File: src/design/c_comment_strip_space_squeeze_unit_macros.svh
// Assertion helpers for the comment strip unit.
`ifndef C_COMMENT_STRIP_SPACE_SQUEEZE_UNIT_MACROS_SVH
`define C_COMMENT_STRIP_SPACE_SQUEEZE_UNIT_MACROS_SVH

`ifndef SYNTHESIS

`define CCSS_ASSERT_NEVER(lbl, cond) \
    lbl: assert property (@(posedge clk) disable iff (!rst_n) !(cond)) \
        else $error("assertion failed: condition must never hold");

`define CCSS_ASSERT_IMPLIES(lbl, ante, cons) \
    lbl: assert property (@(posedge clk) disable iff (!rst_n) (ante) |-> (cons)) \
        else $error("assertion failed: implication violated");

`else

`define CCSS_ASSERT_NEVER(lbl, cond)
`define CCSS_ASSERT_IMPLIES(lbl, ante, cons)

`endif

`endif

File: src/design/ccss_pkg.sv
package ccss_pkg;

    localparam logic [7:0] CH_SLASH = 8'h2F;
    localparam logic [7:0] CH_STAR  = 8'h2A;
    localparam logic [7:0] CH_NL    = 8'h0A;
    localparam logic [7:0] CH_SPACE = 8'h20;
    localparam logic [7:0] CH_QUOTE = 8'h22;

    // Queue between front and back; depth must be a power of two.
    localparam int QDEPTH = 4;
    localparam int QPTR_W = $clog2(QDEPTH);
    localparam int QCNT_W = QPTR_W + 1;

    typedef enum logic [3:0] {
        MODE_NONE  = 4'b0001,
        MODE_LINE  = 4'b0010,
        MODE_BLOCK = 4'b0100,
        MODE_CLOSE = 4'b1000
    } mode_t;

    typedef struct packed {
        logic       emit;
        logic       in_string;
        mode_t      mode;
    } decision_t;

    // One output beat.
    typedef struct packed {
        logic [7:0] ch;
        logic       valid;
        logic       last;
    } res_t;

    // One queue entry: up to two beats caused by one input byte.
    typedef struct packed {
        res_t       a;
        res_t       b;
        logic       has_b;
    } entry_t;

    typedef struct packed {
        logic       full;
        logic       empty;
    } qstat_t;

    function automatic decision_t decide(
        input logic [7:0] ch,
        input logic       has_next,
        input logic [7:0] nxt,
        input logic       in_str,
        input mode_t      mode
    );
        decision_t d;
        logic      next_slash;
        logic      next_star;
        logic      next_same;
        next_slash  = has_next && (nxt == CH_SLASH);
        next_star   = has_next && (nxt == CH_STAR);
        next_same   = has_next && (nxt == ch);
        d.emit      = 1'b0;
        d.in_string = in_str;
        d.mode      = mode;
        case (ch)
            CH_SLASH:
            begin
                if (in_str)
                begin
                    d.emit = 1'b1;
                end
                else if (mode == MODE_NONE)
                begin
                    if (next_slash)
                        d.mode = MODE_LINE;
                    else if (next_star)
                        d.mode = MODE_BLOCK;
                    else
                        d.emit = 1'b1;
                end
                else if (mode == MODE_CLOSE)
                begin
                    d.mode = MODE_NONE;
                end
            end
            CH_STAR:
            begin
                if (mode == MODE_BLOCK && next_slash)
                    d.mode = MODE_CLOSE;
                else if (mode == MODE_NONE)
                    d.emit = 1'b1;
            end
            CH_NL, CH_SPACE:
            begin
                if (!in_str && mode == MODE_NONE)
                    d.emit = !next_same;
                else if (in_str)
                    d.emit = 1'b1;
                else if (ch == CH_NL && mode == MODE_LINE)
                    d.mode = MODE_NONE;
            end
            CH_QUOTE:
            begin
                if (mode == MODE_NONE)
                begin
                    d.emit      = 1'b1;
                    d.in_string = !in_str;
                end
            end
            default:
            begin
                if (mode == MODE_NONE)
                    d.emit = 1'b1;
            end
        endcase
        return d;
    endfunction

endpackage

File: src/design/ccss_front.sv
module ccss_front
    import ccss_pkg::*;
(
    input  logic       clk,
    input  logic       rst_n,
    input  logic       in_valid,
    input  logic [7:0] in_char,
    input  logic       in_last,
    input  qstat_t     qstat,
    output logic       in_ready,
    output logic       push,
    output entry_t     push_entry
);

    logic [7:0] held_byte_reg, held_byte_next;
    logic       held_valid_reg, held_valid_next;
    logic       in_string_reg, in_string_next;
    mode_t      mode_reg, mode_next;

    decision_t  d0;
    decision_t  d1;
    logic       st1_string;
    mode_t      st1_mode;
    logic       r0;
    res_t       res0;
    res_t       res_fin;
    logic       accept;

    assign in_ready = !qstat.full;
    assign accept   = in_valid && in_ready;

    always_comb
    begin
        // held byte decided with the new byte as lookahead
        d0 = decide(held_byte_reg, 1'b1, in_char, in_string_reg, mode_reg);
        st1_string = held_valid_reg ? d0.in_string : in_string_reg;
        st1_mode   = held_valid_reg ? d0.mode      : mode_reg;
        r0         = held_valid_reg && d0.emit;
        // final byte decided with no lookahead
        d1 = decide(in_char, 1'b0, 8'h00, st1_string, st1_mode);

        res0.ch    = held_byte_reg;
        res0.valid = 1'b1;
        res0.last  = 1'b0;

        res_fin.ch    = d1.emit ? in_char : 8'h00;
        res_fin.valid = d1.emit;
        res_fin.last  = 1'b1;

        push = accept && (r0 || in_last);
        if (r0)
        begin
            push_entry.a     = res0;
            push_entry.b     = res_fin;
            push_entry.has_b = in_last;
        end
        else
        begin
            push_entry.a     = res_fin;
            push_entry.b     = res_fin;
            push_entry.has_b = 1'b0;
        end

        held_byte_next  = held_byte_reg;
        held_valid_next = held_valid_reg;
        in_string_next  = in_string_reg;
        mode_next       = mode_reg;
        if (accept)
        begin
            if (in_last)
            begin
                held_byte_next  = 8'h00;
                held_valid_next = 1'b0;
                in_string_next  = 1'b0;
                mode_next       = MODE_NONE;
            end
            else
            begin
                held_byte_next  = in_char;
                held_valid_next = 1'b1;
                in_string_next  = st1_string;
                mode_next       = st1_mode;
            end
        end
    end

    always_ff @(posedge clk or negedge rst_n)
    begin
        if (!rst_n)
        begin
            held_byte_reg  <= 8'h00;
            held_valid_reg <= 1'b0;
            in_string_reg  <= 1'b0;
            mode_reg       <= MODE_NONE;
        end
        else
        begin
            held_byte_reg  <= held_byte_next;
            held_valid_reg <= held_valid_next;
            in_string_reg  <= in_string_next;
            mode_reg       <= mode_next;
        end
    end

endmodule

File: src/design/ccss_queue.sv
module ccss_queue
    import ccss_pkg::*;
(
    input  logic   clk,
    input  logic   rst_n,
    input  logic   push,
    input  entry_t push_entry,
    input  logic   pop,
    output entry_t head,
    output qstat_t qstat
);

    entry_t              mem_reg [QDEPTH];
    logic [QPTR_W-1:0]   wr_ptr_reg, wr_ptr_next;
    logic [QPTR_W-1:0]   rd_ptr_reg, rd_ptr_next;
    logic [QCNT_W-1:0]   count_reg, count_next;

    assign qstat.full  = (count_reg == QCNT_W'(QDEPTH));
    assign qstat.empty = (count_reg == '0);
    assign head        = mem_reg[rd_ptr_reg];

    always_comb
    begin
        // pointers wrap on their own since the depth is a power of two
        wr_ptr_next = push ? wr_ptr_reg + QPTR_W'(1) : wr_ptr_reg;
        rd_ptr_next = pop  ? rd_ptr_reg + QPTR_W'(1) : rd_ptr_reg;
        count_next  = count_reg;
        if (push && !pop)
            count_next = count_reg + QCNT_W'(1);
        else if (pop && !push)
            count_next = count_reg - QCNT_W'(1);
    end

    always_ff @(posedge clk)
    begin
        if (push)
            mem_reg[wr_ptr_reg] <= push_entry;
    end

    always_ff @(posedge clk or negedge rst_n)
    begin
        if (!rst_n)
        begin
            wr_ptr_reg <= '0;
            rd_ptr_reg <= '0;
            count_reg  <= '0;
        end
        else
        begin
            wr_ptr_reg <= wr_ptr_next;
            rd_ptr_reg <= rd_ptr_next;
            count_reg  <= count_next;
        end
    end

endmodule

File: src/design/ccss_back.sv
module ccss_back
    import ccss_pkg::*;
(
    input  logic       clk,
    input  logic       rst_n,
    input  entry_t     head,
    input  qstat_t     qstat,
    output logic       pop,
    input  logic       out_ready,
    output logic       out_valid,
    output res_t       out_res
);

    logic out_valid_reg, out_valid_next;
    logic half_reg, half_next;
    res_t out_res_reg, out_res_next;
    logic can_load;
    logic load;

    assign can_load  = !out_valid_reg || out_ready;
    assign load      = can_load && !qstat.empty;
    // an entry with two beats leaves the queue after its second beat
    assign pop       = load && (!head.has_b || half_reg);
    assign out_valid = out_valid_reg;
    assign out_res   = out_res_reg;

    always_comb
    begin
        out_valid_next = out_valid_reg;
        out_res_next   = out_res_reg;
        half_next      = half_reg;
        if (can_load)
            out_valid_next = !qstat.empty;
        if (load)
        begin
            out_res_next = half_reg ? head.b : head.a;
            half_next    = !pop;
        end
    end

    always_ff @(posedge clk)
    begin
        out_res_reg <= out_res_next;
    end

    always_ff @(posedge clk or negedge rst_n)
    begin
        if (!rst_n)
        begin
            out_valid_reg <= 1'b0;
            half_reg      <= 1'b0;
        end
        else
        begin
            out_valid_reg <= out_valid_next;
            half_reg      <= half_next;
        end
    end

endmodule

File: src/design/c_comment_strip_space_squeeze_unit.sv
// C comment stripper with whitespace squeeze.
// Input stream (s_*): one source text byte per beat, s_tlast on the final byte.
// Output stream (m_*): kept bytes; m_tuser is 1 when m_tdata holds a byte and 0
// for the empty end marker; m_tlast flags the final beat of a stream.
// The front stage holds one byte back for lookahead, decides it when the next
// byte arrives and pushes the 1 or 2 resulting beats, if any, as one entry into a
// 4-entry queue. The back stage drains the queue into an output register.
// A beat reaches m_tvalid from its queue entry through the output register; the
// second beat of a final byte follows the first from the same entry.
// Throughput: one input byte per cycle while the queue is not full; a final
// byte that yields two beats holds its queue entry until both have passed
// through the single output register.
// Reset clears the held byte, string and comment state, the queue and the
// output valid flag. When the receiver stalls, the queue fills and s_tready
// drops once it holds four entries; the output beat holds until taken.
`include "c_comment_strip_space_squeeze_unit_macros.svh"

module c_comment_strip_space_squeeze_unit
    import ccss_pkg::*;
(
    input  logic       clk,
    input  logic       rst_n,
    input  logic       s_tvalid,
    output logic       s_tready,
    input  logic [7:0] s_tdata,   // [7:0] in_char
    input  logic       s_tlast,   // in_last
    output logic       m_tvalid,
    input  logic       m_tready,
    output logic [7:0] m_tdata,   // [7:0] out_char
    output logic       m_tuser,   // [0] char_valid
    output logic       m_tlast    // stream_end
);

    qstat_t qstat;
    logic   push;
    entry_t push_entry;
    logic   pop;
    entry_t head;
    res_t   out_res;

    ccss_front u_front (
        .clk        (clk),
        .rst_n      (rst_n),
        .in_valid   (s_tvalid),
        .in_char    (s_tdata),
        .in_last    (s_tlast),
        .qstat      (qstat),
        .in_ready   (s_tready),
        .push       (push),
        .push_entry (push_entry)
    );

    ccss_queue u_queue (
        .clk        (clk),
        .rst_n      (rst_n),
        .push       (push),
        .push_entry (push_entry),
        .pop        (pop),
        .head       (head),
        .qstat      (qstat)
    );

    ccss_back u_back (
        .clk        (clk),
        .rst_n      (rst_n),
        .head       (head),
        .qstat      (qstat),
        .pop        (pop),
        .out_ready  (m_tready),
        .out_valid  (m_tvalid),
        .out_res    (out_res)
    );

    assign m_tdata = out_res.ch;
    assign m_tuser = out_res.valid;
    assign m_tlast = out_res.last;

    // an empty marker carries no byte and only ends a stream
    `CCSS_ASSERT_NEVER(a_empty_marker_zero, m_tvalid && !m_tuser && m_tdata != 8'h00)
    `CCSS_ASSERT_IMPLIES(a_empty_marker_last, m_tvalid && !m_tuser, m_tlast)
    // a full queue always has a beat waiting at the output
    `CCSS_ASSERT_IMPLIES(a_full_has_output, !s_tready, m_tvalid)
    `CCSS_ASSERT_NEVER(a_pop_when_empty, pop && qstat.empty)

endmodule

File: config.mk
export PLATFORM = sky130hd
export DESIGN_NAME = c_comment_strip_space_squeeze_unit
export DESIGN_NICKNAME = d
export VERILOG_FILES = /design/src/design/ccss_pkg.sv /design/src/design/ccss_front.sv /design/src/design/ccss_queue.sv /design/src/design/ccss_back.sv /design/src/design/c_comment_strip_space_squeeze_unit.sv
export VERILOG_INCLUDE_DIRS = /design/src /design/src/design
export SDC_FILE = /design/constraint.sdc
export NUM_CORES = 1
export LEC_CHECK = 0
export BUFFER_PORTS_ARGS = -buffer_cell sky130_fd_sc_hd__buf_2
export CORE_MARGIN = 4
export CORE_UTILIZATION = 55
export CTS_CLUSTER_SIZE = 24
export DETAILED_ROUTE_END_ITERATION = 16
export HOLD_SLACK_MARGIN = 0.06
export PLACE_DENSITY = 0.77
export SLEW_MARGIN = 20
export SYNTH_ARGS = -nofsm -noshare
export SYNTH_HDL_FRONTEND = slang
export SYNTH_SLANG_ARGS = --single-unit
File: constraint.sdc
create_clock -name clk -period 4.6 [get_ports clk]
set_input_delay 0.92 -clock clk [delete_from_list [all_inputs] [get_ports clk]]
set_output_delay 0.92 -clock clk [all_outputs]
set_load 0.1 [all_outputs]
Word-level counts from Yosys, hierarchy flattened

Memory sizes are Yosys's and may differ from the RTL's.
Index checks and enable logic that the tools add are counted.

Reduce and logical (&&, ||, !) cells: 27
Bitwise logic cells: 0
Equality and inequality tests: 17
Multipliers: 0
Magnitude comparators: 0
Shift operators: 0
Div/mod/pow operators: 0
Mux-type cells: 40
$add $sub $neg: 4

Operators with widths:

| kind                | count |
|---|---|
| $eq 8x6->1 const B  | 8 |
| $mux 4              | 11 |
| $mux 21             | 1 |
| $mux 1              | 18 |
| $eq 8x4->1 const B  | 2 |
| $mux 8              | 2 |
| $pmux 4 s3          | 1 |
| $logic_and 1x1->1   | 11 |
| $mux 10             | 1 |
| $logic_not 1->1     | 9 |
| $eq 4x1->1 const B  | 2 |
| $eq 8x8->1          | 1 |
| $mux 3              | 2 |
| $add 2x1->2 const B | 2 |
| $eq 4x2->1 const B  | 1 |
| $eq 4x3->1 const B  | 1 |
| $eq 4x4->1 const B  | 1 |
| $mux 2              | 2 |
| $pmux 1 s4          | 1 |
| $reduce_or 2->1     | 2 |
| $add 3x1->3 const B | 1 |
| $eq 3x3->1 const B  | 1 |
| $logic_not 3->1     | 1 |
| $logic_or 1x1->1    | 3 |
| other kinds (3)     | 3 |

Bits in registers: 33
Bits in read-only memories: 0
Input bits: 13
Bits in latches: 0
RAM bits: 84
Output and inout bits: 12
Memories: 1
Word-level logic and storage cells: 101

Memory list:

| memory          | depth | width | rd ports | clocked after memory_dff | write ports | RTL line         | source |
|---|---|---|---|---|---|---|---|
| u_queue.mem_reg | 4     | 21    | 1        | 0                        | 1           | ccss_queue.sv:13 | `entry_t mem_reg [QDEPTH];` |

Depth between registers and ports, before layout

Depth in word-level cells: 13
Mapped depth: 13
Gate-level depth less buffers: 12

Hierarchy

A second synthesis with hierarchy kept.

Cells, all modules: 342
Area total of the unflattened synthesis: 5401.4 um^2

By module, submodules not included:

| module     | times used | cells an instance | area an instance (um^2) | seq. area each (um^2) |
|---|---|---|---|---|
| ccss_queue | 1          | 144               | 3458.3                  | 2697.6 |
| ccss_front | 1          | 168               | 1378.8                  | 351.6 |
| ccss_back  | 1          | 30                | 564.3                   | 350.3 |

Worst setup path before layout

No wires, ideal clock.

Kind: input to register
Start: input m_tready
End: register u_queue.count_reg[1]
Required time: 4.475 ns
Library setup time: 0.125 ns
Path slack: 1.548 ns
Stages on the path: 8
Data arrival time: 2.928 ns
Path buffers: 0
Path through: inv_1 > a21oi_1 > a21boi_0 > inv_1 > ha_1 > inv_1 > fa_1 > mux2_2

Word-level cells in the longest chain between the ends: 6

RTL lines:

| element                         | RTL line                                 | source |
|---|---|---|
| from (decl)                     | c_comment_strip_space_squeeze_unit.sv:28 | `input logic m_tready,` |
| $logic_or 1x1->1                | ccss_back.sv:20                          | `assign can_load = !out_valid_reg \|\| out_ready;` |
| $logic_and 1x1->1               | ccss_back.sv:21                          | `assign load = can_load && !qstat.empty;` |
| named net u_back.load           | ccss_back.sv:18                          | `logic load;` |
| $logic_and 1x1->1               | ccss_back.sv:23                          | `assign pop = load && (!head.has_b \|\| half_reg);` |
| $logic_not 1->1                 | ccss_queue.sv:28                         | `if (push && !pop)` |
| $logic_and 1x1->1               | ccss_queue.sv:28                         |  |
| $mux 3                          | ccss_queue.sv:28                         |  |
| named net u_queue.count_next[1] | ccss_queue.sv:16                         | `logic [QCNT_W-1:0] count_reg, count_next;` |
| to (signal assigned)            | ccss_queue.sv:52                         | `count_reg <= count_next;` |
| to (decl)                       | ccss_queue.sv:16                         |  |

The timed path passes the listed nets, and every way through them passes these cells.
A chain may end at the register's enable or synchronous reset.

Final worst setup path

Start: register u_front.mode_reg[1]
End: register u_queue.count_reg[1]

RTL lines:

| element                                  | RTL line                                       | source |
|---|---|---|
| from (decl)                              | ccss_front.sv:18                               | `mode_t mode_reg, mode_next;` |
| from (signal assigned)                   | ccss_front.sv:101                              | `mode_reg <= mode_next;` |
| $eq 4x1->1 or $eq 4x3->1 (tied branches) | n/a                                            |  |
| $mux 1 (tied with other cells)           | ccss_pkg.sv:88, ccss_pkg.sv:110                |  |
| $mux 1, on equally long branches         | ccss_pkg.sv:86, ccss_pkg.sv:93, ccss_pkg.sv:66 |  |
| $pmux 1 s4 *                             | ccss_pkg.sv:63                                 | `case (ch)` |
| $logic_and 1x1->1 *                      | ccss_front.sv:38                               | `r0 = held_valid_reg && d0.emit;` |
| $logic_or 1x1->1 *                       | ccss_front.sv:50                               | `push = accept && (r0 \|\| in_last);` |
| $logic_and 1x1->1 *                      | ccss_front.sv:50                               |  |
| named net push                           | c_comment_strip_space_squeeze_unit.sv:35       | `logic push;` |
| $logic_and 1x1->1 *                      | ccss_queue.sv:28                               |  |
| $mux 3 *                                 | ccss_queue.sv:28                               |  |
| named net u_queue.count_next[1]          | ccss_queue.sv:16                               |  |

Mark *: on every way through the listed nets, which the timed path passes. The rest lies on a longest branch.

==> metrics <==
Ant. Diodes=0; mapped cell area=0.005241 mm^2; number of synthesized flops with an enable pin=90; post-synth net total=380; antenna violations before repair=0; number of buffers created by CTS=17; worst-skew pair later-pin latency=0.52 ns; status=finished clean; Setup violations, final=0; WL final=10.78 mm; final hold vios=0; Die Ht=105.6 um; flop2flop setup slack=1.43 ns; maximum vdd ir drop=369.7 uV; global-route wire length before repair=17.48 mm; Worst Tran Pin Value=0.6557 ns; Yosys warning count=0; Worst Path Arrival=3.57 ns; Area Overhead vs Synth=16.47%; vias per cell=5.942; total power=4.209 mW; # nets final=413; critical path startpoint category=register; largest net degree at the start of global routing=26; CP bufs+invs=1; Tcrit/Tclk final=68.99%; vias in the first global route=3,213; ANT nets after route=0; RR Startpoint=u_front.mode_reg[1]; setup bufs post-CTS=0; CP most frequent cell=ha_1; skew final=0.008192 ns; CTS max path bufs=2; Synth Area in Compound Gates=8.116%; asr flop ratio synth=20.35%; register area share after synthesis=62.57%; Crit path largest cell delay=0.51 ns; Max-slew headroom=56.28%; Yosys top cell by area=edfxtp_1; Worst Path Required=5.00 ns; delay-heaviest family, CP=adder cells; Post-synth top flop=edfxtp_1; min Tclk post-route=3.173 ns; met1 Use GR=26.84%; grt met2 use=35.34%; crit end category=register; die footprint=0.01116 mm^2; GR peak layer=met2; TritonRoute pass-1 iters=5; final RePlAce weighted congestion=0.9582; kind of critical path=register to register; CTS HTree Levels=4; final core utilization=66.07%; Die W=105.6 um; Clock Pin Slew Worst Setup and Hold Paths=0.06 ns; Hold Path Class=primary input to asynchronous set/reset pin; pre-CTS worst setup slack=1.212 ns; IO Port Bufs=24; XOR/XNOR share of the synthesized area=2.507%; # IOs=25; vias=3,179; CTS root buf=clkbuf_8; leading post-synthesis cells by cell area=edfxtp_1 52%, dfrtp_1 11%, mux4_2 8.6%, nand2_1 3.7%, xor2_1 1.8%; number of non-filler instances in the completed layout=535; commonest cells after routing, fill and taps aside=90 x edfxtp_1, 51 x nand2_1, 24 x buf_2; Fin Setup TNS=0 ns; post-synthesis adder-cell area fraction=1.814%; hold buffers post-CTS=0; Mean Syn Cell Area=14.56 um^2; CP Max Fanout=7; CTS resizes=0; Yosys cell types=58; worst reg-to-reg path cell count=10; CTS tree=yes; remaining global-route overflow=0; max-slew violations=0; CTS Sinks=113; core region area=0.009240 mm^2; ordered cell list for the critical path=nor4b_4, ha_1, and2_1, a31oi_1, o211ai_2, a31oi_4, ha_1, inv_1, fa_1, mux2_2; Avg WL per Cell=20.14 um; MaxCap Viol Count=0; Pleak=2.277 nW; Detailed Route Iter0 Violations=290; multiplexer area fraction after synthesis=9.668%; most common cell after layout, fill and taps aside=edfxtp_1; drt drc=0; main combinational cell family by area after synthesis=simple AND/OR/NAND/NOR gates; synthesized flop and latch total=113; RR Endpoint=u_queue.count_reg[1]; critical path's slowest cell=nor4b_4; Synth top area share=51.56%; Post-Synth Simple-Gate Area=12.29%; met3 GRT Util=5.389%; pwr dens=689.4 mW/mm^2; max reg flops=80; final worst setup slack=1.427 ns; Total GRT Usage=21.09%; RSZ-0062 raised after global routing=false; initial core utilization=56.72%; layout cells sized above 1=27.34%; Std-Cell Rows=35; Cell Count Post-Placement=503; Synth Instances=360; highest clock rate=0.3151 GHz; post-DP HPWL=6.859 mm
## synth_stat cells (2+ instances only)
cell type  number
nand2_1        51
and2_1          8
o31ai_1         7
nor3_2          2
o21ai_0         9
edfxtp_1       90
xor2_1         11
clkbuf_1        8
a41oi_1         3
nor3_1         10
a21o_1          2
and3_1          6
o211ai_1        6
buf_6           3
mux2_2          4
a31oi_1         2
nand3_1         2
a22o_1          3
a32oi_2         2
and4_1          3
nand4_1         3
nor2_1         15
nor4b_4         2
a21oi_1         3
ha_1            6
mux4_2         20
o31ai_2         3
inv_1          14
nor4b_1         2
inv_2           2
xnor2_1         4
buf_2           7
dfrtp_1        22
## cells by family after synthesis
family	count (synthesis)
compound gates	50
xor+xnor	15
fa+ha+maj	7
buf+inv	34
flops	113
mux	25
simple gates	116
## worst max-delay path by stage
stage | endpoint | from | cells past startpoint
final | u_queue.count_reg[1] | u_front.mode_reg[1] | 10
after global routing | u_queue.count_reg[1] | u_front.mode_reg[1] | 10
after CTS | u_queue.count_reg[1] | u_front.mode_reg[1] | 10
after detailed placement | u_queue.count_reg[2] | s_tdata[7] | 12
after global placement | u_queue.count_reg[2] | s_tdata[4] | 12
after floorplan | u_queue.count_reg[1] | m_tready | 8
## metrics by stage
step / hold WS (ns) / area (um^2)
floorplan: 0.4636 / 5241
global placement: 0.4822 / 5484
detailed placement: 0.5093 / 5484
CTS: 0.3950 / 6105
global route: 0.4139 / 6105
finish: 0.3865 / 6105
## cell type report
class / count / area, um^2
multi-input cells: 213 / 1803
fillers: 633 / 3136
flip-flops and latches: 113 / 3279
repair buffers: 32 / 180.2
well taps: 129 / 161.4
inverters: 16 / 60.06
clock buffers: 17 / 414.1
clock inverters: 15 / 206.4
## power breakdown
group | internal, mW | switching, mW
Combinational | 0.416 | 0.898
Clock | 0.884 | 0.472
Sequential | 1.40 | 0.135
Total | 2.70 | 1.51
## per-layer routing
metal | share of wire, % | vias up
met3 | 5.9 | 16
li1 | - | 1441
met2 | 52 | 130
met5 | 0 | -
met1 | 41 | 1592
met4 | 1.2 | 0
(Power assumes the default switching activity.)
